**src/rtl/core/wasws_queue.sv**
```systemverilog
// Two-entry queue between the decode side and the execute pipeline.
`timescale 1ns / 1ps
module wasws_queue #(
	parameter int DATA_BITS = 8
) (
	input  logic                 clk,
	input  logic                 arst_n,
	input  logic                 push,
	input  logic [DATA_BITS-1:0] push_data,
	output logic                 full,
	input  logic                 pop,
	output logic                 not_empty,
	output logic [DATA_BITS-1:0] pop_data
);

	logic [DATA_BITS-1:0] mem_q [0:1];
	logic                 wr_ptr_q;
	logic                 rd_ptr_q;
	logic [1:0]           count_q;

	assign full      = (count_q == 2'd2);
	assign not_empty = (count_q != 2'd0);
	assign pop_data  = mem_q[rd_ptr_q];

	always_ff @(posedge clk) begin
		if (push) begin
			mem_q[wr_ptr_q] <= push_data;
		end
	end

	always_ff @(posedge clk or negedge arst_n) begin
		if (!arst_n) begin
			wr_ptr_q <= 1'b0;
			rd_ptr_q <= 1'b0;
			count_q  <= 2'd0;
		end else begin
			if (push) begin
				wr_ptr_q <= !wr_ptr_q;
			end
			if (pop) begin
				rd_ptr_q <= !rd_ptr_q;
			end
			count_q <= count_q + 2'(push) - 2'(pop);
		end
	end

endmodule

```
**config.mk**
```make
export PLATFORM = sky130hd
export DESIGN_NAME = wasws_queue
export DESIGN_NICKNAME = d
export VERILOG_FILES = /design/src/rtl/core/wasws_queue.sv
export SDC_FILE = /design/constraint.sdc
export NUM_CORES = 1
export LEC_CHECK = 0
export BUFFER_PORTS_ARGS = -buffer_cell sky130_fd_sc_hd__buf_4
export CELL_PAD_IN_SITES_DETAIL_PLACEMENT = 2
export CELL_PAD_IN_SITES_GLOBAL_PLACEMENT = 2
export CORE_UTILIZATION = 30
export DETAILED_ROUTE_END_ITERATION = 8
export GPL_TIMING_DRIVEN = 0
export PLACE_DENSITY_LB_ADDON = 0.3
export SYNTH_ARGS = -nofsm -noshare
export SYNTH_HDL_FRONTEND = slang
export SYNTH_SLANG_ARGS = --single-unit
```
**constraint.sdc**
```tcl
create_clock -name clk -period 2 [get_ports clk]
set_clock_uncertainty 0.1 [all_clocks]
set_input_delay 0.3 -clock clk [delete_from_list [all_inputs] [get_ports clk]]
set_output_delay 0.3 -clock clk [all_outputs]
set_load 0.005 [all_outputs]
```
# After elaboration in Yosys (flattened, before gate mapping)
# Memories as Yosys holds them, arrays and structs flattened.
# Index checks and enable logic that the tools add are counted.
[classes] add_sub_neg=2 multipliers=0 div=0 magnitude_cmp=0 eq_ne=1 n_shift=0 muxes=2 bitwise_logic=0 n_reduce_logical=3
[ops] cell="$add 2x1->2" count=1
[ops] cell="$eq 2x2->1 const B" count=1
[ops] cell="$logic_not 1->1" count=2
[ops] cell="$mux 1" count=2
[ops] cell="$reduce_bool 2->1" count=1
[ops] cell="$sub 2x1->2" count=1
[totals] ff_bits=4 latchBits=0 ramBits=16 mem_bits_ro=0 wordCells=12 memories=1
[memory_table] name="mem_q" depth=2 word_bits=8 rd=1 rd_clocked_by_memory_dff=0 write_ports=1 line_no="16" source="logic [DATA_BITS-1:0] mem_q [0:1];"

# Longest topological paths before layout
# Gate-level depths: netlist of the first run.
[depth] word_depth=2 ltp_mapped=5

# Least setup slack after synthesis of the first run
# Ideal clock, no wire load.
[synth_path] path_type="reg2reg" from="register count_q[0]" to="register count_q[1]" setup_ns=0.135 t_arrival_ns=1.170 t_required_ns=1.765 setup_slack_ns=0.595 stages_incl_launch_ff=6 n_path_buf=0 synth_period_minus_slack_ns=1.405 path_cell_list="dfrtp_1 -> inv_1 -> ha_1 -> inv_1 -> ha_1 -> xor3_1"
[synth_between] elab_chain_len=2
[synth_rtl] element="start, declared" line_no="19" source="logic [1:0] count_q;"
[synth_rtl] element="start signal, assigned" line_no="43" source="count_q <= count_q + 2'(push) - 2'(pop);"
[synth_rtl] element="$add 2x1->2" line_no="43"
[synth_rtl] element="$sub 2x1->2" line_no="43"
# No other way between the ends.
# A chain may end at the register's enable or synchronous reset.

# Final worst setup path of the first run
[layout_path] from="register rd_ptr_q" to="output port pop_data[4]"
[layout_between] elab_chain_len=1
[layout_rtl] element="start, declared" line_no="18" source="logic rd_ptr_q;"
[layout_rtl] element="start signal, assigned" line_no="41" source="rd_ptr_q <= !rd_ptr_q;"
[layout_rtl] element="$mem_v2 2x8"
[layout_rtl] element="end, declared" line_no="13" source="output logic [DATA_BITS-1:0] pop_data"
# No other way between the ends.

==> results of run 1 <==
-- through the flow --
stage          total power [W]  area (um2)
2_1_floorplan         0.000929         811
3_3_place_gp           0.00112        1010
3_5_place_dp           0.00114        1010
4_1_cts                0.00134        1040
5_1_grt                0.00140        1040
6_report               0.00131        1040
-- cells in the final DEF (no fill, tap or decap) --
cell and n:
nor2b_1 2, or2_2 1, dfrtp_1 4, buf_4 21, inv_1 2, xor2_1 2
buf_6 1, mux2_4 8, xor3_1 1, and2_1 1, edfxtp_1 16, clkbuf_4 3
dlygate4sd3_1 1, clkinv_1 1, ha_1 2
-- repair_timing --
item / in CTS / in global routing
hold endpoints to repair: 4 / 0
hold buffers: 1 / 0
gates resized for setup: 0 / 0
-- area by class of cell --
type,count,area (um2)
buffer,1,11.3
clock buffer,3,22.5
clock inverter,1,3.75
fill,261,1480
inverter,2,7.51
multi-input combinational,17,211
sequential,20,581
tap,30,37.5
timing repair buffer,22,168
-- cell families after synthesis --
group / count (synthesis) / synth area share, %
buffers and inverters: 3 / 2.32
AND/OR/NAND/NOR: 4 / 3.09
multiplexers: 8 / 14.8
XOR/XNOR: 3 / 5.09
flip-flops: 20 / 71.6
adder cells (fa/ha/maj): 2 / 3.09
-- metal layers --
metal  vias up  share of wire (%)  track usage [%]  wire, um
met5         -                  0                0         0
met4         0                  0             5.13         0
met3         0                4.9             2.54        64
met2        12                 53             18.5       686
met1       203                 42             13.2       544
li1        198                  -                -         -
-- worst reg2reg max path, stage by stage (launching register included) --
cell and delay [ns]:
dfrtp_1 0.38, inv_1 0.05, ha_1 0.27, inv_1 0.07
ha_1 0.15, xor3_1 0.39
-- worst max-delay path by stage --
stage,to,cells after the start,slack (ns)
3_5_place_dp,count_q[1],5,0.43
2_1_floorplan,count_q[1],5,0.59
6_report,pop_data[4],3,0.32
3_3_place_gp,count_q[1],5,0.49
5_1_grt,pop_data[0],3,0.26
4_1_cts,pop_data[2],3,0.30
-- power by group --
part | internal, W | switching, W | leakage, nW
Combinational | 0.000324 | 0.000185 | 0.236
Clock | 0.0000725 | 0.000118 | 0.0154
Sequential | 0.000567 | 0.0000454 | 0.197
Total | 0.000963 | 0.000348 | 0.448
-- state kept, by name (all words and copies together) (netlist names) --
name,count
wr_ptr_q,1
count_q,2
rd_ptr_q,1
mem_q,16
==> results.toml, run 1 <==
[yosys]
synthCells = 40
synth_edf_count = 16
ys_warn_count = 0
synth_common_cells = "edfxtp_1, mux2_4, dfrtp_1"
netlist_top_cells_area = "edfxtp_1, mux2_4, dfrtp_1, ha_1, xor3_1"
async_reset_ff_share_pct = 20.0
ys_seq_elements = 20
ys_seq_area_share_pct = 71.6
syn_avg_cell_area_um2 = 20.3
ys_types = 11
synthFlopType = "edfxtp_1"
syn_nets = 54
synth_top_area_share_pct = 59.3
synth.most_common_cell = "edfxtp_1"
syn_area_um2 = 811
synth_area_leader_cell = "edfxtp_1"

[layout]
final-instance-count-excl-fill = 96
post-route-util_pct = 41.3
finalNetCount = 81
areaGrowthSynthToFinish_pct = 28.5
layout-drive-gt1-share_pct = 51.5
n_antenna_cell = 0

[placement]
numPortBuffers = 21
place_inst = 91
gp_congestion = 0.566
place_ws_ns = 0.433

[clock_network]
root_buffer = "clkbuf_4"
cts_tree = "done"
h-tree-depth = 1
clock_sinks = 20
path_clk_slew_ns = 0.11
clock_latency_ns = 0.29
clk_path_buf_depth = 2
cts_inserted_buffers = 3
cts_setup_buffers = 0

[worst_setup_path]
worst_r2r_path_depth = 5
r2r_end = "count_q[1]"
cp_num_buf_inv = 2
cp-end-kind = "output port"
worstPathArrival_ns = 1.28
path_class = "register to output port"
r2r_start = "count_q[0]"
required_ns = 1.60
rrSetupSlack_ns = 0.47
crit_path_top_delay_cell = "dfrtp_1"
critPathMaxFanout = 9
crit_start = "rd_ptr_q"
critPathTopFamily = "flip-flops"
start_kind = "register"
path_cells = "buf_6 > mux2_4 > buf_4"
max_stage_delay_ns = 0.40

[grt]
grt_max_degree = 12
track_usage_pct = 11.0
grt.overflow.total = 0
grt_pass1_wl_um = 2100
antenna_found_initial = 0
grt_pass1_vias = 450

[detailed_routing]
num_vias = 413
dr.pass1.iters = 2
avgRoutedWirePerCell_um = 13.5
detail-route-antenna-nets = 0
drt-initial-drc-count = 1
viasPerCell = 4.30
drc = 0
wirelength_um = 1300

[die]
dieWidth_um = 54.0
die_h_um = 54.0
ios = 22
die-area_um2 = 2910
coreArea_um2 = 2520
start_util_pct = 32.1
std_cell_rows = 18

[timing]
clock.fmax_mhz = 596
relSlewSlack_pct = 49.5
setup_ws_ns = 0.322
period_minus_slack_ns = 1.68
hold_viol = 0
finalHoldWorstSlack_ns = 0.0812
tns_ns = 0
maxSlewViolCount = 0
setup_viol = 0
rsz0062_at_grt = "no"
tightest_slew_ns = 0.756
finalCritPeriodShare_pct = 83.9

[hold_path]
hold_end = "rd_ptr_q"
worstHoldPathCells = 2
hp-class = "input pin to register"
hold_start = "pop"

[outcome]
status = "completed"

[power_and_ir_drop]
leakagePower_nw = 0.448
vdd_drop_max_v = 0.000494
power_density_nw_per_um2 = 1260

[run]
maxCapViolCount = 0
(Power assumes the default switching activity.)
==> run 2, diff against run 1 <==
- ABC_AREA: default -> 1
- clock period: 2 -> 1.65 ns (I/O delays scaled with it)
==> results.toml, run 2 <==
[die]
coreArea_um2 = 2540
std_cell_rows = 18
dieWidth_um = 54.6
die-area_um2 = 2980
start_util_pct = 32.6
die_h_um = 54.6
ios = 22

[yosys]
async_reset_ff_share_pct = 20.0
synth-compound-area-share_pct = 6.17
synth_edf_count = 16
netlist_top_cells_area = "edfxtp_1, dfrtp_1, inv_1, nand2_1, o21ai_2"
ys_seq_elements = 20
ys_warn_count = 0
synth_area_leader_cell = "edfxtp_1"
syn_area_um2 = 831
syn_nets = 81
synthXorXnorAreaFrac_pct = 2.11
ys_seq_area_share_pct = 69.9
synth_top_family_by_area = "buffers and inverters"
synth-simple-area-share_pct = 8.28
synthFlopType = "edfxtp_1"
synth_top_area_share_pct = 57.8
ys_types = 12
synth.most_common_cell = "edfxtp_1"
syn_avg_cell_area_um2 = 12.4
synth_adder_area_share_pct = 3.01
synth_common_cells = "edfxtp_1, inv_1, nand2_1, o21ai_0, dfrtp_1"
muxShareOfSynthArea_pct = 0
synthCells = 67

[timing]
relSlewSlack_pct = 51.0
rsz0062_at_grt = "yes"
finalCritPeriodShare_pct = 95.3
setup_ws_ns = 0.0783
tightest_slew_ns = 0.732
clock.fmax_mhz = 636
finalHoldWorstSlack_ns = 0.0224
hold_viol = 0
setup_viol = 0
period_minus_slack_ns = 1.57
maxSlewViolCount = 0

[layout]
mostFrequentLayoutCells = "buf_4, edfxtp_1, inv_1, nand2_1, o21ai_1"
final-instance-count-excl-fill = 125
n_antenna_cell = 0
layout-drive-gt1-share_pct = 32.6
final_common_cell = "buf_4"
regMostFlops = "mem_q"
post-route-util_pct = 42.3
reg_top3 = "mem_q (16), count_q (2)"
areaGrowthSynthToFinish_pct = 29.7
finalNetCount = 110
largest_reg_flops = 16

[grt]
grt_pass1_vias = 551
grt_pass1_wl_um = 2500
antenna_found_initial = 0
track_usage_pct = 12.8
grt.overflow.total = 0
grt_max_degree = 12

[worst_setup_path]
required_ns = 1.30
crit_path_top_delay_cell = "dfrtp_1"
critPathMaxFanout = 10
max_stage_delay_ns = 0.39
r2r_end = "mem_q[0][0]"
path_class = "register to output port"
r2r_start = "wr_ptr_q"
worst_r2r_path_depth = 1
start_kind = "register"
path_cells = "buf_6 > buf_12 > nand2_1 > o21ai_1 > buf_4"
worstPathArrival_ns = 1.22
rrSetupSlack_ns = 0.18
cp-end-kind = "output port"

[clock_network]
cts_inserted_buffers = 3
path_clk_slew_ns = 0.11
clk_path_buf_depth = 2
cts_tree = "done"
clock_sinks = 20
clock_latency_ns = 0.29
root_buffer = "clkbuf_4"
h-tree-depth = 1

[detailed_routing]
avgRoutedWirePerCell_um = 13.8
detail-route-antenna-nets = 0
dr.pass1.iters = 3
dr_wl_met2_um = 1030
drt-initial-drc-count = 3
drc = 0
viasPerCell = 4.36
top_layer_used = "met3"
wl_met1_um = 634
wirelength_um = 1730
wl_met3_um = 62
num_vias = 545

[hold_path]
hold_start = "push_data[4]"
hold_end = "mem_q[0][4]"
hp-class = "input pin to register"
worstHoldPathCells = 1

[power_and_ir_drop]
vdd_drop_max_v = 0.000714
fin_total_pwr_w = 0.00169
power_density_nw_per_um2 = 1570
leakagePower_nw = 0.503

[placement]
hpwl_um = 1230
gp_congestion = 0.615
place_inst = 118
place_ws_ns = 0.0996
numPortBuffers = 21

[outcome]
status = "completed"

[run]
maxCapViolCount = 0
-- run 2: cells by family (layout without fill, tap and decap cells) --
logic type | after synthesis | after routing
adder cells (fa/ha/maj) | 2 | 2
flip-flops | 20 | 20
XOR/XNOR | 2 | 2
AND/OR/NAND/NOR | 18 | 18
buffers and inverters | 17 | 45
AO/OA/AOI/OAI | 8 | 8
-- run 2: metal layers --
metal  global-route usage (%)  vias to the layer above
li1                         -                      269
met1                     13.2                      266
met2                     24.1                       10
met3                     2.50                        0
met4                     6.41                        0
met5                        0                        -
-- run 2: final cells by class --
type | instances | area, um2
buffer | 2 | 31.3
clock buffer | 3 | 22.5
clock inverter | 1 | 3.75
fill | 277 | 1470
inverter | 15 | 56.3
multi-input combinational | 30 | 163
sequential | 20 | 581
tap | 30 | 37.5
timing repair buffer | 24 | 183
-- run 2: report_power, final --
part,total (W),internal (W),leakage [nW],switching [W]
logic,0.000717,0.000372,0.290,0.000345
clock network,0.000238,0.0000881,0.0154,0.000150
registers,0.000738,0.000686,0.197,0.0000517
total,0.00169,0.00115,0.503,0.000547
-- run 2: worst max-delay path, delay by kind of cell (launching register included) --
family,cells,cell delay [ns]
AOI/OAI and AO/OA,1,0.07
buffers and inverters,3,0.42
DFF,1,0.39
and+or+nand+nor,1,0.05
-- run 2: worst max path at each step --
stage | startpoint | to | slack [ns] | cells after the start
floorplan | wr_ptr_q | mem_q[0][0] | 0.41 | 1
global placement | wr_ptr_q | mem_q[0][1] | 0.19 | 1
detailed placement | wr_ptr_q | mem_q[0][1] | 0.1 | 1
CTS | rd_ptr_q | pop_data[7] | 0.02 | 5
global route | rd_ptr_q | pop_data[0] | -0.002 | 5
finish | rd_ptr_q | pop_data[7] | 0.08 | 5
-- run 2: through the flow --
step,TNS [ns],cell area [um2]
after floorplan,0,831
after global placement,0,1030
after detailed placement,0,1030
after CTS,0,1060
after global routing,-0.00449,1080
final,0,1080
-- run 2: repair_timing --
action	CTS	global route
hold buffers	1	0
buffers inserted	0	2
gates resized for setup	0	5
endpoints found under the hold margin	4	0
endpoints found under the setup margin	0	6
==> run 3, diff against run 2 <==
- CORE_UTILIZATION: 30 -> 32
- clock period: 1.65 -> 1.53 ns (I/O delays scaled with it)
==> results.toml, run 3 (synthesized netlist as in run 2, its figures left out) <==
[outcome]
status = "completed"

[power_and_ir_drop]
power_density_nw_per_um2 = 1650
p_sw_share_pct = 33.5
combPwrFrac_pct = 48.9
power.net_switching_w = 0.000696
vdd_drop_max_v = 0.000834
pwr-share-clk_pct = 12.1
leakagePower_nw = 0.576
p_int_w = 0.00138
fin_total_pwr_w = 0.00208
pwr-share-seq_pct = 38.9

[worst_setup_path]
start_kind = "register"
cp-end-kind = "output port"
required_ns = 1.20
worstPathArrival_ns = 1.20
worst_r2r_path_depth = 7
path_class = "register to output port"
critPathMaxFanout = 5

[placement]
numPortBuffers = 21
hpwl_um = 1220
place_area_um2 = 1030
gp_congestion = 0.595

[grt]
track_usage_pct = 15.4
grt_pass1_wl_um = 2840
grt_max_degree = 12
grt.overflow.total = 0
antenna_found_initial = 0
grt_pass1_vias = 615

[clock_network]
cts_inserted_buffers = 3
h-tree-depth = 1
clock_latency_ns = 0.30
cts_tree = "done"
root_buffer = "clkbuf_4"
clk_path_buf_depth = 2
path_clk_slew_ns = 0.10
clock_sinks = 20

[die]
die-area_um2 = 2800
ios = 22
die_h_um = 53.0
dieWidth_um = 53.0
std_cell_rows = 18
coreArea_um2 = 2450
start_util_pct = 33.8

[layout]
reg_top3 = "mem_q (16), count_q (2)"
fin_area_um2 = 1260
final_common_cell = "buf_4"
n_antenna_cell = 0
regMostFlops = "mem_q"
largest_reg_flops = 16
finalNetCount = 120
mostFrequentLayoutCells = "buf_4, edfxtp_1, inv_1"
layout-drive-gt1-share_pct = 44.8
post-route-util_pct = 51.2
n_fill_cell = 260
areaGrowthSynthToFinish_pct = 51.4

[hold_path]
hp-class = "input pin to register"
worstHoldPathCells = 2

[timing]
period_minus_slack_ns = 1.53
setup_viol = 0
clock.fmax_mhz = 654
hold_viol = 0
finalCritPeriodShare_pct = 99.9
tns_ns = 0
tightest_slew_ns = 0.470
relSlewSlack_pct = 68.6
maxSlewViolCount = 0
rsz0062_at_grt = "yes"

[detailed_routing]
avgRoutedWirePerCell_um = 14.1
detail-route-antenna-nets = 0
drc = 0
dr.pass1.iters = 2
wirelength_um = 1910
num_vias = 584
drt-initial-drc-count = 7
viasPerCell = 4.33

[run]
maxCapViolCount = 0
## run 3: per-layer routing
layer	GRT usage, %	up-vias	part of all wire (%)
li1	-	291	-
met1	16.7	278	41
met2	28.9	12	55
met3	2.59	3	2.5
met4	6.58	0	1.1
met5	0	-	0
## run 3: per-stage QoR
stage | std cells | setup slack (ns) | hold slack (ns)
after floorplan | 67 | 0.286 | -0.166
after global placement | 118 | 0.0900 | -0.0676
after detailed placement | 118 | -0.00609 | -0.0667
after CTS | 135 | -0.0185 | 0.00268
after global routing | 135 | -0.0502 | 0.0336
final | 135 | 0.00160 | 0.0269
## run 3: path summary, 6_finish.rpt
check | startpoint | slack [ns] | end
setup reg to reg | count_q[0] | 0.21 | count_q[1]
hold / removal | push | 0.03 | wr_ptr_q
max in group asynchronous | arst_n | 1.08 | count_q[0]
min in group asynchronous | arst_n | 0.15 | rd_ptr_q
hold reg to reg | wr_ptr_q | 0.44 | wr_ptr_q
setup / recovery | rd_ptr_q | 0.002 | pop_data[1]
## run 3: what timing repair did
item                       4_1_cts  5_1_grt
cloned                           1        0
pin swaps                        7        1
hold endpoints to repair        19        1
setup endpoints to repair       16        9
resized for setup               18        7
setup buffers                    3        0
hold buffers                     9        1
## run 3: power groups by stage
| stage | logic [W] | registers, W | clock network, W |
|---|---|---|---|
| 2_1_floorplan | 0.000409 | 0.000789 | 0 |
| 3_3_place_gp | 0.000697 | 0.000795 | 0 |
| 3_5_place_dp | 0.000730 | 0.000809 | 0 |
| 4_1_cts | 0.000982 | 0.000803 | 0.000269 |
| 5_1_grt | 0.00112 | 0.000820 | 0.000281 |
| 6_report | 0.00102 | 0.000809 | 0.000253 |
## run 3: layout make-up
type                    count  area (um2)  share of cell area [%]
flip-flops and latches     20         581                    46.2
inverters                  15        56.3                    4.48
plain buffers               2        31.3                    2.49
repair buffers             34         304                    24.2
well taps                  30        37.5                    2.99
clock inverters             1        3.75                   0.299
multi-input cells          30         221                    17.6
clock buffers               3        22.5                    1.79
## run 3: critical path: stages, from the launching register on
cell and delay, ns:
dfrtp_1 0.39, buf_6 0.14, buf_12 0.13, nand2_2 0.05, o21ai_2 0.05, buf_4 0.13
