==> config.mk <==
export PLATFORM = sky130hd
export DESIGN_NAME = wasws_front
export DESIGN_NICKNAME = d
export VERILOG_FILES = /design/src/rtl/core/wasws_pkg.sv /design/src/rtl/core/wasws_front.sv
export SDC_FILE = /design/constraint.sdc
export NUM_CORES = 1
export LEC_CHECK = 0
export ABC_CLOCK_PERIOD_IN_PS = 2710
export BUFFER_PORTS_ARGS = -buffer_cell sky130_fd_sc_hd__buf_4
export CAP_MARGIN = 20
export CORE_AREA = 2 2 39 41
export DETAILED_ROUTE_END_ITERATION = 8
export DIE_AREA = 0 0 41 43
export PLACE_DENSITY = 0.7
export SYNTH_ARGS = -nofsm -noshare
export SYNTH_HDL_FRONTEND = slang
export SYNTH_SLANG_ARGS = --single-unit
==> constraint.sdc <==
create_clock -name vclk -period 2.71
set_input_delay 0.542 -clock vclk [all_inputs]
set_output_delay 0.542 -clock vclk [all_outputs]
set_load 0.005 [all_outputs]
==> src/rtl/core/wasws_pkg.sv <==
// Shared types and codes for the word ALU with shift spill.
`timescale 1ns / 1ps
package wasws_pkg;

	localparam logic [3:0] MODE_AND = 4'd0;
	localparam logic [3:0] MODE_OR  = 4'd1;
	localparam logic [3:0] MODE_NOT = 4'd2;
	localparam logic [3:0] MODE_NEG = 4'd3;
	localparam logic [3:0] MODE_CMP = 4'd4;
	localparam logic [3:0] MODE_ADD = 4'd5;
	localparam logic [3:0] MODE_SUB = 4'd6;
	localparam logic [3:0] MODE_MUL = 4'd7;
	localparam logic [3:0] MODE_DIV = 4'd8;
	localparam logic [3:0] MODE_MOD = 4'd9;
	localparam logic [3:0] MODE_SHL = 4'd10;
	localparam logic [3:0] MODE_SHR = 4'd11;
	localparam logic [3:0] MODE_SAR = 4'd12;

	localparam logic [2:0] ST_OK      = 3'd0;
	localparam logic [2:0] ST_CARRY   = 3'd1;
	localparam logic [2:0] ST_BORROW  = 3'd2;
	localparam logic [2:0] ST_DIVZ    = 3'd3;
	localparam logic [2:0] ST_MODZ    = 3'd4;
	localparam logic [2:0] ST_COUNT   = 3'd5;
	localparam logic [2:0] ST_ONEWORD = 3'd6;
	localparam logic [2:0] ST_TWOWORD = 3'd7;

	localparam logic [1:0] ORD_LESS    = 2'd0;
	localparam logic [1:0] ORD_EQUAL   = 2'd1;
	localparam logic [1:0] ORD_GREATER = 2'd2;

	localparam int COUNT_BITS = 6;

	typedef enum logic [3:0] {
		OP_NONE,
		OP_AND,
		OP_OR,
		OP_NOT,
		OP_NEG,
		OP_CMP,
		OP_ADD,
		OP_SUB,
		OP_MUL,
		OP_DIV,
		OP_MOD,
		OP_SHL,
		OP_SHR,
		OP_SAR
	} op_t;

	typedef struct packed {
		op_t  op;
		logic cnt_err;
		logic zero_div;
	} ctrl_t;

endpackage

==> src/rtl/core/wasws_front.sv <==
// Input side: decode the mode, flag bad counts and zero divisors.
`timescale 1ns / 1ps
module wasws_front #(
	parameter int WORD_BITS = 32
) (
	input  logic                    s_tvalid,
	output logic                    s_tready,
	input  logic [3:0]              mode,
	input  logic [WORD_BITS-1:0]    operand_b,
	input  logic [wasws_pkg::COUNT_BITS-1:0] shift_amt,
	input  logic                    q_full,
	output logic                    push,
	output wasws_pkg::ctrl_t        ctrl
);

	localparam logic [wasws_pkg::COUNT_BITS:0] MAX_CNT = (wasws_pkg::COUNT_BITS+1)'(WORD_BITS - 1);

	assign s_tready = !q_full;
	assign push     = s_tvalid && !q_full;

	always_comb begin
		unique case (mode)
			wasws_pkg::MODE_AND: ctrl.op = wasws_pkg::OP_AND;
			wasws_pkg::MODE_OR:  ctrl.op = wasws_pkg::OP_OR;
			wasws_pkg::MODE_NOT: ctrl.op = wasws_pkg::OP_NOT;
			wasws_pkg::MODE_NEG: ctrl.op = wasws_pkg::OP_NEG;
			wasws_pkg::MODE_CMP: ctrl.op = wasws_pkg::OP_CMP;
			wasws_pkg::MODE_ADD: ctrl.op = wasws_pkg::OP_ADD;
			wasws_pkg::MODE_SUB: ctrl.op = wasws_pkg::OP_SUB;
			wasws_pkg::MODE_MUL: ctrl.op = wasws_pkg::OP_MUL;
			wasws_pkg::MODE_DIV: ctrl.op = wasws_pkg::OP_DIV;
			wasws_pkg::MODE_MOD: ctrl.op = wasws_pkg::OP_MOD;
			wasws_pkg::MODE_SHL: ctrl.op = wasws_pkg::OP_SHL;
			wasws_pkg::MODE_SHR: ctrl.op = wasws_pkg::OP_SHR;
			wasws_pkg::MODE_SAR: ctrl.op = wasws_pkg::OP_SAR;
			default:             ctrl.op = wasws_pkg::OP_NONE;
		endcase
		ctrl.cnt_err  = {1'b0, shift_amt} > MAX_CNT;
		ctrl.zero_div = (operand_b == '0);
	end

endmodule

# Yosys cells after proc, flatten, opt, wreduce, memory -nomap -nowiden
# Memories as Yosys holds them, arrays and structs flattened.
# Cells that the tools add are included.
[op_classes]
n_bitwise = 0
order_cmp = 1
n_addsub = 0
div = 0
shift = 0
reduce_logical = 3
mul = 0
n_eq_ne = 0
muxes = 0
[op_table]
columns = ["cell", "count"]
rows = [
  ["logical NOT 32 bit", 1],
  ["> comparator 6 x 5 -> 1 bit (second input constant)", 1],
  ["logical AND 1 bit", 1],
  ["logical NOT 1 bit", 1],
]
[word_totals]
ff_bits = 0
out_inout_bits = 8
latchBits = 0
in_bits = 44
rom_bits = 64
word_cells = 5
mem_bits_rw = 0
mem_count = 1
[mem_list]
columns = ["memory", "depth", "width", "read_ports", "rd_clocked_by_memory_dff", "write_ports", "line_no", "rtl"]
rows = [
  ["(name not given)", 16, 4, 1, 0, 0, "wasws_front.sv:22", "unique case (mode)"],
]

# Logic depth before layout (Yosys ltp)
# Gate-level depths: netlist (run 1).
[depth]
depth_word = 2
depth_mapped = 5
mapped_depth_nobuf = 5

# Least setup slack after synthesis (run 1)
# Ideal clock, no wire load.
[synth_path]
path_type = "in2out"
startpoint = "input port mode[0]"
endpoint = "output port ctrl[4] (netlist name)"
slack_ns = 1.044
required_ns = 2.168
path_buffers = 0
arrival_ns = 1.124
path_stages = 5
path_cell_list = "inv_1 -> ha_1 -> nand2_1 -> o21ai_0 -> mux2_2"
[synth_lines]
columns = ["element", "line_no", "rtl"]
rows = [
  ["start: declaration", "wasws_front.sv:8", "input logic [3:0] mode,"],
  ["end: declaration", "wasws_front.sv:13", "output wasws_pkg::ctrl_t ctrl"],
]

==> metrics.md, run 1 <==
| Metric | Value |
|---|---|
| Post-layout nets | `121` |
| Layout cells sized above 1 | `65.3%` |
| Global Route Usage Sum | `8.59%` |
| Hold_ws | `1.08 ns` |
| Residual DRC count | `0` |
| IO Pins | `52` |
| First-pass GRT wire length | `1.16 mm` |
| Max Freq | `0.518 GHz` |
| Switching power | `0.0185 mW` |
| Port Buffers | `45` |
| # clk buffers | `0` |
| Power density cells | `126 mW/mm²` |
| Flop pwr share | `0%` |
| Fillcell total | `149` |
| Worst Setup End Kind | `primary output` |
| Initial antenna violation count | `0` |
| FFs & Latches | `0` |
| Endpoints failing setup | `0` |
| Die extent in y | `43 µm` |
| Cell Rows | `14` |
| CP Launch Type | `primary input` |
| Unrepaired setup endpoints after global routing | `no` |
| Post-Layout Cell Count | `88` |
| Leakage | `0.284 nW` |
| Post-synth net total | `75` |
| CTS resizes | `0` |
| Maxcap violations | `0` |
| Power Total | `0.0673 mW` |
| Yosys top cell area share | `24.5%` |
| DR vias | `354` |
| Starting Density | `12.9%` |
| Power share of the combinational group | `100.0%` |
| Count leader, synth | `nor4_1` |
| Placer congestion estimate | `0.666` |
| Worst VDD drop | `0.0511 mV` |
| HP Start | `shift_amt[5]` |
| Top cells by area, synth | `nor4_1 24%, ha_1 21%, nand4_1 7.0%` |
| Antenna cells | `0` |
| Post-synth top area cell | `nor4_1` |
| CP Data Required Time | `2.17 ns` |
| Final Cycle Share | `71.3%` |
| Postcts setup bufs | `0` |
| Core Region | `0.00138 mm²` |
| Largest net degree at the start of global routing | `5` |
| Mapped Cells | `28` |
| Sw Share | `27.4%` |
| Die X | `41 µm` |
| Min-delay worst type | `primary input to primary output` |
| Syn-to-layout area delta | `198%` |
| Grt total ovfl | `0` |
| Final instance area | `533 µm²` |
| Most frequent cells after synthesis | `7 x nor4_1, 3 x ha_1, 3 x inv_1, 3 x nor2_1` |
| Fin. max-slew vios | `0` |
| Post-route setup TNS | `0 ns` |
| GRT met2 Usage | `16.6%` |
| Drt total wl | `822 µm` |
| TritonRoute pass-1 iters | `1` |
| CP max FO | `4` |
| Full die area | `0.00176 mm²` |
| Clock share of power | `0%` |
| Tmin final | `1.93 ns` |
| Worst relative slew slack | `83.3%` |
| Via/cell ratio | `4.02` |
| Critical path class | `primary input to primary output` |
| Critical Path Start | `mode[0]` |
| Worst slew pin tran | `0.249 ns` |
| Post-DP Area | `533 µm²` |
| Area of the mapped netlist | `179 µm²` |
| Most Used Layer, Global Route | `met2` |
| Vias in the first global route | `301` |
| Pint | `0.0489 mW` |
| Outcome | `completed` |
| Synth cell types | `13` |
| Critical path data arrival time | `1.39 ns` |
| Met3 Resource Use GR | `0%` |
| Area of the multi-input gates | `164 µm²` |
| Seq/Total Area, Yosys | `0%` |
| Register Area | `0 µm²` |
| Final Hold Vio Count | `0` |
| Grt met1 use | `10.4%` |
| Syn_area_per_cell | `6.39 µm²` |
| Number of DRC markers in iteration 0 | `0` |
| Post-route ant nets | `0` |
| Placed Cells | `88` |
| Routed WL per cell | `9.34 µm` |
| Synth warn | `0` |
| Post-CTS Hold Buffers | `0` |
## final timing paths
| kind | slack, ns | to | depth (start not counted) |
|---|---|---|---|
| setup / recovery | 0.78 | ctrl[4] | 7 |
| hold / removal | 1.08 | ctrl[1] | 0 |
## layout by cell type (no fill, tap or decap)
cell | netlist | layout
nor4_1 | 7 | 7
ha_1 | 3 | 3
a21oi_1 | 2 | 2
nor4_2 | 1 | 1
nand4_1 | 2 | 2
mux2_2 | 1 | 1
nor2b_1 | 1 | 1
nor2_1 | 3 | 3
and2_1 | 1 | 1
inv_1 | 3 | 3
buf_4 | 0 | 45
nand2_1 | 2 | 2
o21ai_0 | 1 | 1
## layer usage
metal | part of all wire, % | up-vias
met1 | 32 | 161
met5 | 0 | -
li1 | - | 193
met3 | 0 | 0
met4 | 0 | 0
met2 | 68 | 0
## area by class of cell
type / count / share of cell area (%)
multi-input combinational: 24 / 30.8
tap: 16 / 3.76
inverter: 3 / 2.11
timing repair buffer: 45 / 63.4
## logic make-up after synthesis
| logic type | Yosys count | synth area share (%) |
|---|---|---|
| AO/OA/AOI/OAI | 3 | 8.39 |
| AND/OR/NAND/NOR | 17 | 55.9 |
| multiplexers | 1 | 6.29 |
| buffers and inverters | 4 | 8.39 |
| adder cells (fa/ha/maj) | 3 | 21.0 |
## stage by stage
stage / utilization, % / worst slack [ns]
after global routing: 38.5 / 0.720
after floorplan: - / 1.04
after CTS: 38.5 / 0.771
after detailed placement: 38.5 / 0.773
after global placement: 38.5 / 0.784
final: 38.5 / 0.778
## power groups by stage
stage | registers, mW | clock network [mW] | logic, mW
after global placement | 0 | 0 | 0.0670
after global routing | 0 | 0 | 0.0739
final | 0 | 0 | 0.0673
after detailed placement | 0 | 0 | 0.0683
after CTS | 0 | 0 | 0.0685
after floorplan | 0 | 0 | 0.0132
## critical path, cell delays in order
cell and delay [ns]:
buf_4 0.10, inv_1 0.04, ha_1 0.20, nand2_1 0.05, o21ai_0 0.06, mux2_2 0.26
buf_4 0.13
Note: power is estimated with default switching activity, not from simulation.
==> run 2, diff against run 1 <==
ABC_AREA = 1   (was not set)
ABC_CLOCK_PERIOD_IN_PS = 1600   (was 2710)
PLACE_DENSITY = 0.77   (was 0.7)
clock period = 1.6 ns   (was 2.71 ns; I/O delays follow)
==> run 2 against run 1 <==
Effect of this change:
- cell count up 30%
- routed wire length up 4.4%
- design area up 11%
- worst hold slack worse by 0.44 ns
- global-route usage up 1.2 points
- synthesized area up 33%
- die area unchanged
- sequential cell count unchanged
- critical path depth up 1
- setup slack worse by 0.55 ns
- total power up 85%
- synthesized cell count up 93%
- critical path type unchanged
- highest routed layer is now met3
==> metrics.md, run 2 <==
| Metric | Value |
|---|---|
| Antenna cells | `0 (unchanged)` |
| Hpwl dp | `811 µm` |
| Largest net degree at the start of global routing | `5 (unchanged)` |
| Synth cell types | `10 (-3)` |
| Tmin final | `1.37 ns` |
| Worst Setup End Kind | `primary output` |
| Final Cycle Share | `85.5%` |
| CTS resizes | `0 (unchanged)` |
| Worst relative slew slack | `90.0% (+6.8 points)` |
| Most frequent cells in the layout | `45 x buf_4, 24 x nor2_1, 11 x nand2_1, 8 x inv_1` |
| Mapped Cells | `54 (+93%)` |
| Initial antenna violation count | `0 (unchanged)` |
| Maxcap violations | `0 (unchanged)` |
| Largest family of logic cells by synthesized area | `simple AND/OR/NAND/NOR gates` |
| Synth Area in Compound Gates | `10.5% (+2.1 points)` |
| Commonest non-fill, non-tap cell in the layout | `buf_4` |
| Yosys top cell area share | `37.9% (+13 points)` |
| Layout cells sized above 1 | `48.0% (-17 points)` |
| Worst VDD drop | `0.0720 mV (+41%)` |
| Slowest cell on the critical path | `ha_1` |
| First-pass GRT wire length | `1.33 mm (+15%)` |
| DR vias | `447 (+26%)` |
| Syn-to-layout area delta | `149%` |
| Via/cell ratio | `3.92 (-2.5%)` |
| Post-synthesis mux area share | `0% (-6.3 points)` |
| Post-synth top area cell | `nor2_1` |
| Area of the mapped netlist | `238 µm² (+33%)` |
| Worst slew pin tran | `0.148 ns (-0.101 ns)` |
| Starting Density | `17.2% (+4.2 points)` |
| Syn_area_per_cell | `4.40 µm² (-31%)` |
| Fin. max-slew vios | `0 (unchanged)` |
| Post-route ant nets | `0 (unchanged)` |
| Routed WL per cell | `7.53 µm (-19%)` |
| Placer congestion estimate | `0.587 (-12%)` |
| Leakage | `0.344 nW (+21%)` |
| Grt total ovfl | `0 (unchanged)` |
| FFs & Latches | `0 (unchanged)` |
| Top cells by area, synth | `nor2_1 38%, nand2_1 17%, ha_1 16%` |
| Synth warn | `0 (unchanged)` |
| Critical path data arrival time | `1.05 ns (-0.34 ns)` |
| Most frequent cells after synthesis | `24 x nor2_1, 11 x nand2_1, 8 x inv_1` |
| Number of DRC markers in iteration 0 | `1 (+1)` |
| CP max stage delay | `0.14 ns (-0.12 ns)` |
| Power density cells | `211 mW/mm² (+67%)` |
| Power Total | `0.125 mW (+85%)` |
| Min-delay worst type | `primary input to primary output` |
| Die X | `41 µm (unchanged)` |
| Residual DRC count | `0 (unchanged)` |
| Endpoints failing setup | `0 (unchanged)` |
| Register Area | `0 µm² (unchanged)` |
| TritonRoute pass-1 iters | `2 (+1)` |
| Unrepaired setup endpoints after global routing | `no` |
| Hold Path Stages | `0 (unchanged)` |
| CP Data Required Time | `1.28 ns (-0.89 ns)` |
| Final Hold Vio Count | `0 (unchanged)` |
| Outcome | `completed` |
| Synth Area in Simple Gates | `57.9% (+2.0 points)` |
| Post-synth net total | `101 (+35%)` |
| CP max FO | `3 (-1)` |
| Drt total wl | `858 µm (+4.4%)` |
| HP Start | `shift_amt[5]` |
| Port Buffers | `45 (unchanged)` |
| CP Launch Type | `primary input` |
| Post-route setup TNS | `0 ns (unchanged)` |
| Critical Path Start | `mode[0]` |
| Place WS | `0.218 ns (-0.555 ns)` |
| Postcts setup bufs | `0 (unchanged)` |
| Cell Rows | `14 (unchanged)` |
| Final WS setup | `0.231 ns (-0.547 ns)` |
| Post-layout nets | `147 (+21%)` |
| Worst path cell trace | `buf_4, inv_1, ha_1, inv_1, nand2_2, o21ai_1, a21oi_1, buf_4` |
| Vias in the first global route | `402 (+34%)` |
| Critical Path Sink | `ctrl[4]` |
| Seq/Total Area, Yosys | `0% (unchanged)` |
| Post-Synth Adder-Cell Area | `15.8% (-5.2 points)` |
| Core Region | `0.00138 mm² (unchanged)` |
| Critical path class | `primary input to primary output` |
| # clk buffers | `0 (unchanged)` |
| Global Route Usage Sum | `9.79% (+1.2 points)` |
| Fillcell total | `157 (+5.4%)` |
| Die extent in y | `43 µm (unchanged)` |
| Max Freq | `0.731 GHz` |
| Post-CTS Hold Buffers | `0 (unchanged)` |
| Full die area | `0.00176 mm² (unchanged)` |
| Count leader, synth | `nor2_1` |
| XOR/XNOR Fraction of Synth Area | `0% (unchanged)` |
| IO Pins | `52 (unchanged)` |
[run 2: layer usage]
layer	vias to the layer above	share of wire [%]	track usage (%)
li1	246	-	-
met1	177	33	9.49
met2	24	55	20.9
met3	0	12	0.524
met4	0	0	0
met5	-	0	0
[run 2: layout make-up]
class | count | area, µm² | share of cell area (%)
multi-input cells | 44 | 200 | 33.8
well taps | 16 | 20.0 | 3.38
inverters | 9 | 33.8 | 5.71
repair buffers | 45 | 338 | 57.1
[run 2: per-stage QoR]
| step | hold WS [ns] | utilization, % | std cells | cell area, µm² |
|---|---|---|---|---|
| global route | 0.640 | 42.8 | 114 | 592 |
| detailed placement | 0.640 | 42.8 | 114 | 592 |
| CTS | 0.640 | 42.8 | 114 | 592 |
| global placement | 0.640 | 42.8 | 114 | 592 |
| finish | 0.640 | 42.8 | 114 | 592 |
| floorplan | 0.667 | - | 54 | 238 |
[run 2: how the worst min path moves through the flow]
stage	endpoint	slack, ns
4_1_cts	ctrl[1]	0.64
3_5_place_dp	ctrl[1]	0.64
3_3_place_gp	ctrl[1]	0.64
5_1_grt	ctrl[1]	0.64
2_1_floorplan	s_tready	0.67
6_report	ctrl[1]	0.64
[run 2: worst max-delay path: cells and delay by family]
family	cells	cell delay (ns)
buffers and inverters	4	0.35
AO/OA/AOI/OAI	2	0.17
adder cells (fa/ha/maj)	1	0.14
AND/OR/NAND/NOR	1	0.06
[run 2: power by group]
part | switching [mW] | internal (mW)
clock network | 0 | 0
registers | 0 | 0
logic | 0.0391 | 0.0857
total | 0.0391 | 0.0857
[run 2: cell families after synthesis]
kind of cell / Yosys count
AO/OA/AOI/OAI: 5
adder cells (fa/ha/maj): 3
AND/OR/NAND/NOR: 36
buffers and inverters: 10
==> run 3, diff against run 2 <==
ABC_CLOCK_PERIOD_IN_PS = 1100   (was 1600)
clock period = 1.1 ns   (was 1.6 ns; I/O delays follow)
==> run 3 against run 2 <==
Effect of this change:
- routed wire length is 17% higher
- via count is 5.4% higher
- worst hold slack worse by 0.20 ns
- clock-buffer cell count unchanged
- die area is the same
- cell count stayed put
- critical path depth stayed put
- critical endpoint unchanged
- largest cell class unchanged
==> metrics.md, run 3 (same netlist as run 2, synthesis figures left out) <==
| Metric | Value |
|---|---|
| Placed Cells | `114 (unchanged)` |
| Final Cycle Share | `98.7%` |
| Tmin final | `1.09 ns` |
| CP max FO | `3 (unchanged)` |
| Fin. max-slew vios | `0 (unchanged)` |
| Outcome | `completed` |
| Cell Rows | `14 (unchanged)` |
| Grt total ovfl | `0 (unchanged)` |
| Final WS setup | `0.0143 ns (-0.217 ns)` |
| Post-layout nets | `147 (unchanged)` |
| Worst Setup End Kind | `primary output` |
| Worst VDD drop | `0.112 mV (+56%)` |
| Placer congestion estimate | `0.584 (-0.56%)` |
| Critical path class | `primary input to primary output` |
| Die extent in y | `43 µm (unchanged)` |
| Core Region | `0.00138 mm² (unchanged)` |
| Vias in the first global route | `415 (+3.2%)` |
| Post-route ant nets | `0 (unchanged)` |
| Initial antenna violation count | `0 (unchanged)` |
| FFs & Latches | `0 (unchanged)` |
| Post-CTS Hold Buffers | `0 (unchanged)` |
| Layout cells sized above 1 | `65.3% (+17 points)` |
| Power Total | `0.232 mW (+86%)` |
| Post-Layout Cell Count | `114 (unchanged)` |
| Final Hold Vio Count | `0 (unchanged)` |
| Antenna cells | `0 (unchanged)` |
| Worst slew pin tran | `0.117 ns (-0.0312 ns)` |
| Fillcell total | `154 (-1.9%)` |
| Hold Path Stages | `0 (unchanged)` |
| Number of DRC markers in iteration 0 | `1 (unchanged)` |
| Die X | `41 µm (unchanged)` |
| Hold_ws | `0.440 ns (-0.200 ns)` |
| TritonRoute pass-1 iters | `2 (unchanged)` |
| CP Launch Type | `primary input` |
| CP Data Required Time | `0.88 ns (-0.40 ns)` |
| Syn-to-layout area delta | `197%` |
| First-pass GRT wire length | `1.43 mm (+7.3%)` |
| Via/cell ratio | `4.13 (+5.4%)` |
| Port Buffers | `45 (unchanged)` |
| Endpoints failing setup | `0 (unchanged)` |
| Worst relative slew slack | `92.2% (+2.2 points)` |
| Maxcap violations | `0 (unchanged)` |
| Routed WL per cell | `8.84 µm (+17%)` |
| # clk buffers | `0 (unchanged)` |
| Starting Density | `17.2% (unchanged)` |
| Leakage | `0.357 nW (+3.8%)` |
| Commonest non-fill, non-tap cell in the layout | `buf_4` |
| Post-route setup TNS | `0 ns (unchanged)` |
| Postcts setup bufs | `0 (unchanged)` |
| Min-delay worst type | `primary input to primary output` |
| Final core occ | `51.1% (+8.3 points)` |
| Power density cells | `328 mW/mm² (+56%)` |
| Largest net degree at the start of global routing | `5 (unchanged)` |
| Hpwl dp | `779 µm (-4.0%)` |
| Hold EP | `ctrl[1]` |
| Full die area | `0.00176 mm² (unchanged)` |
| Residual DRC count | `0 (unchanged)` |
| Place WS | `-0.0750 ns (-0.293 ns)` |
| DR vias | `471 (+5.4%)` |
| Area of the multi-input gates | `278 µm² (+39%)` |
| HP Start | `shift_amt[5]` |
| Max Freq | `0.921 GHz` |
| Most frequent cells in the layout | `39 x buf_4, 15 x nor2_1, 10 x nand2_1, 6 x nor2_4, 5 x inv_1` |
| Final instance area | `707 µm² (+19%)` |
| IO Pins | `52 (unchanged)` |
| Post-DP Area | `592 µm² (unchanged)` |
| Unrepaired setup endpoints after global routing | `yes` |
| Register Area | `0 µm² (unchanged)` |
| Critical path data arrival time | `0.87 ns (-0.18 ns)` |
| Global Route Usage Sum | `10.6% (+0.80 points)` |
| Drt total wl | `1.01 mm (+17%)` |
[run 3: cell counts in the layout (fill, tap and decap cells not counted)]
Identical to the previous run, type by type.
[run 3: worst max path at each step]
stage / slack (ns) / cells after the start / startpoint / endpoint
floorplan: 0.19 / 6 / mode[0] / ctrl[4]
global placement: -0.05 / 8 / mode[0] / ctrl[4]
detailed placement: -0.07 / 8 / mode[0] / ctrl[4]
CTS: 0.004 / 8 / mode[1] / ctrl[4]
global route: -0.04 / 7 / operand_b[23] / ctrl[0]
finish: 0.01 / 8 / mode[1] / ctrl[4]
[run 3: worst max-delay path: stages]
cell and delay [ns]:
buf_8 0.10, inv_4 0.05, ha_4 0.12, inv_2 0.03
nand2_2 0.06, o21ai_2 0.05, a21oi_1 0.11, buf_4 0.12
[run 3: per-layer routing]
layer	wire, µm	vias up	track usage [%]
met5	0	-	0
met4	0	0	0
met3	119	0	0
met2	601	24	22.8
met1	288	199	10.4
li1	-	248	-
[run 3: where the power goes]
part	leakage, nW	switching [mW]	internal (mW)	total [mW]
Clock	0	0	0	0
Combinational	0.357	0.0813	0.151	0.232
Sequential	0	0	0	0
[run 3: what timing repair did]
item	in CTS	in global routing
pin swaps	3	14
setup endpoints to repair	3	4
resized for setup	9	27
[run 3: cell type report]
class | count | area share [%]
timing repair buffer | 45 | 52.0
tap | 16 | 2.83
multi-input combinational | 44 | 39.3
inverter | 9 | 5.84
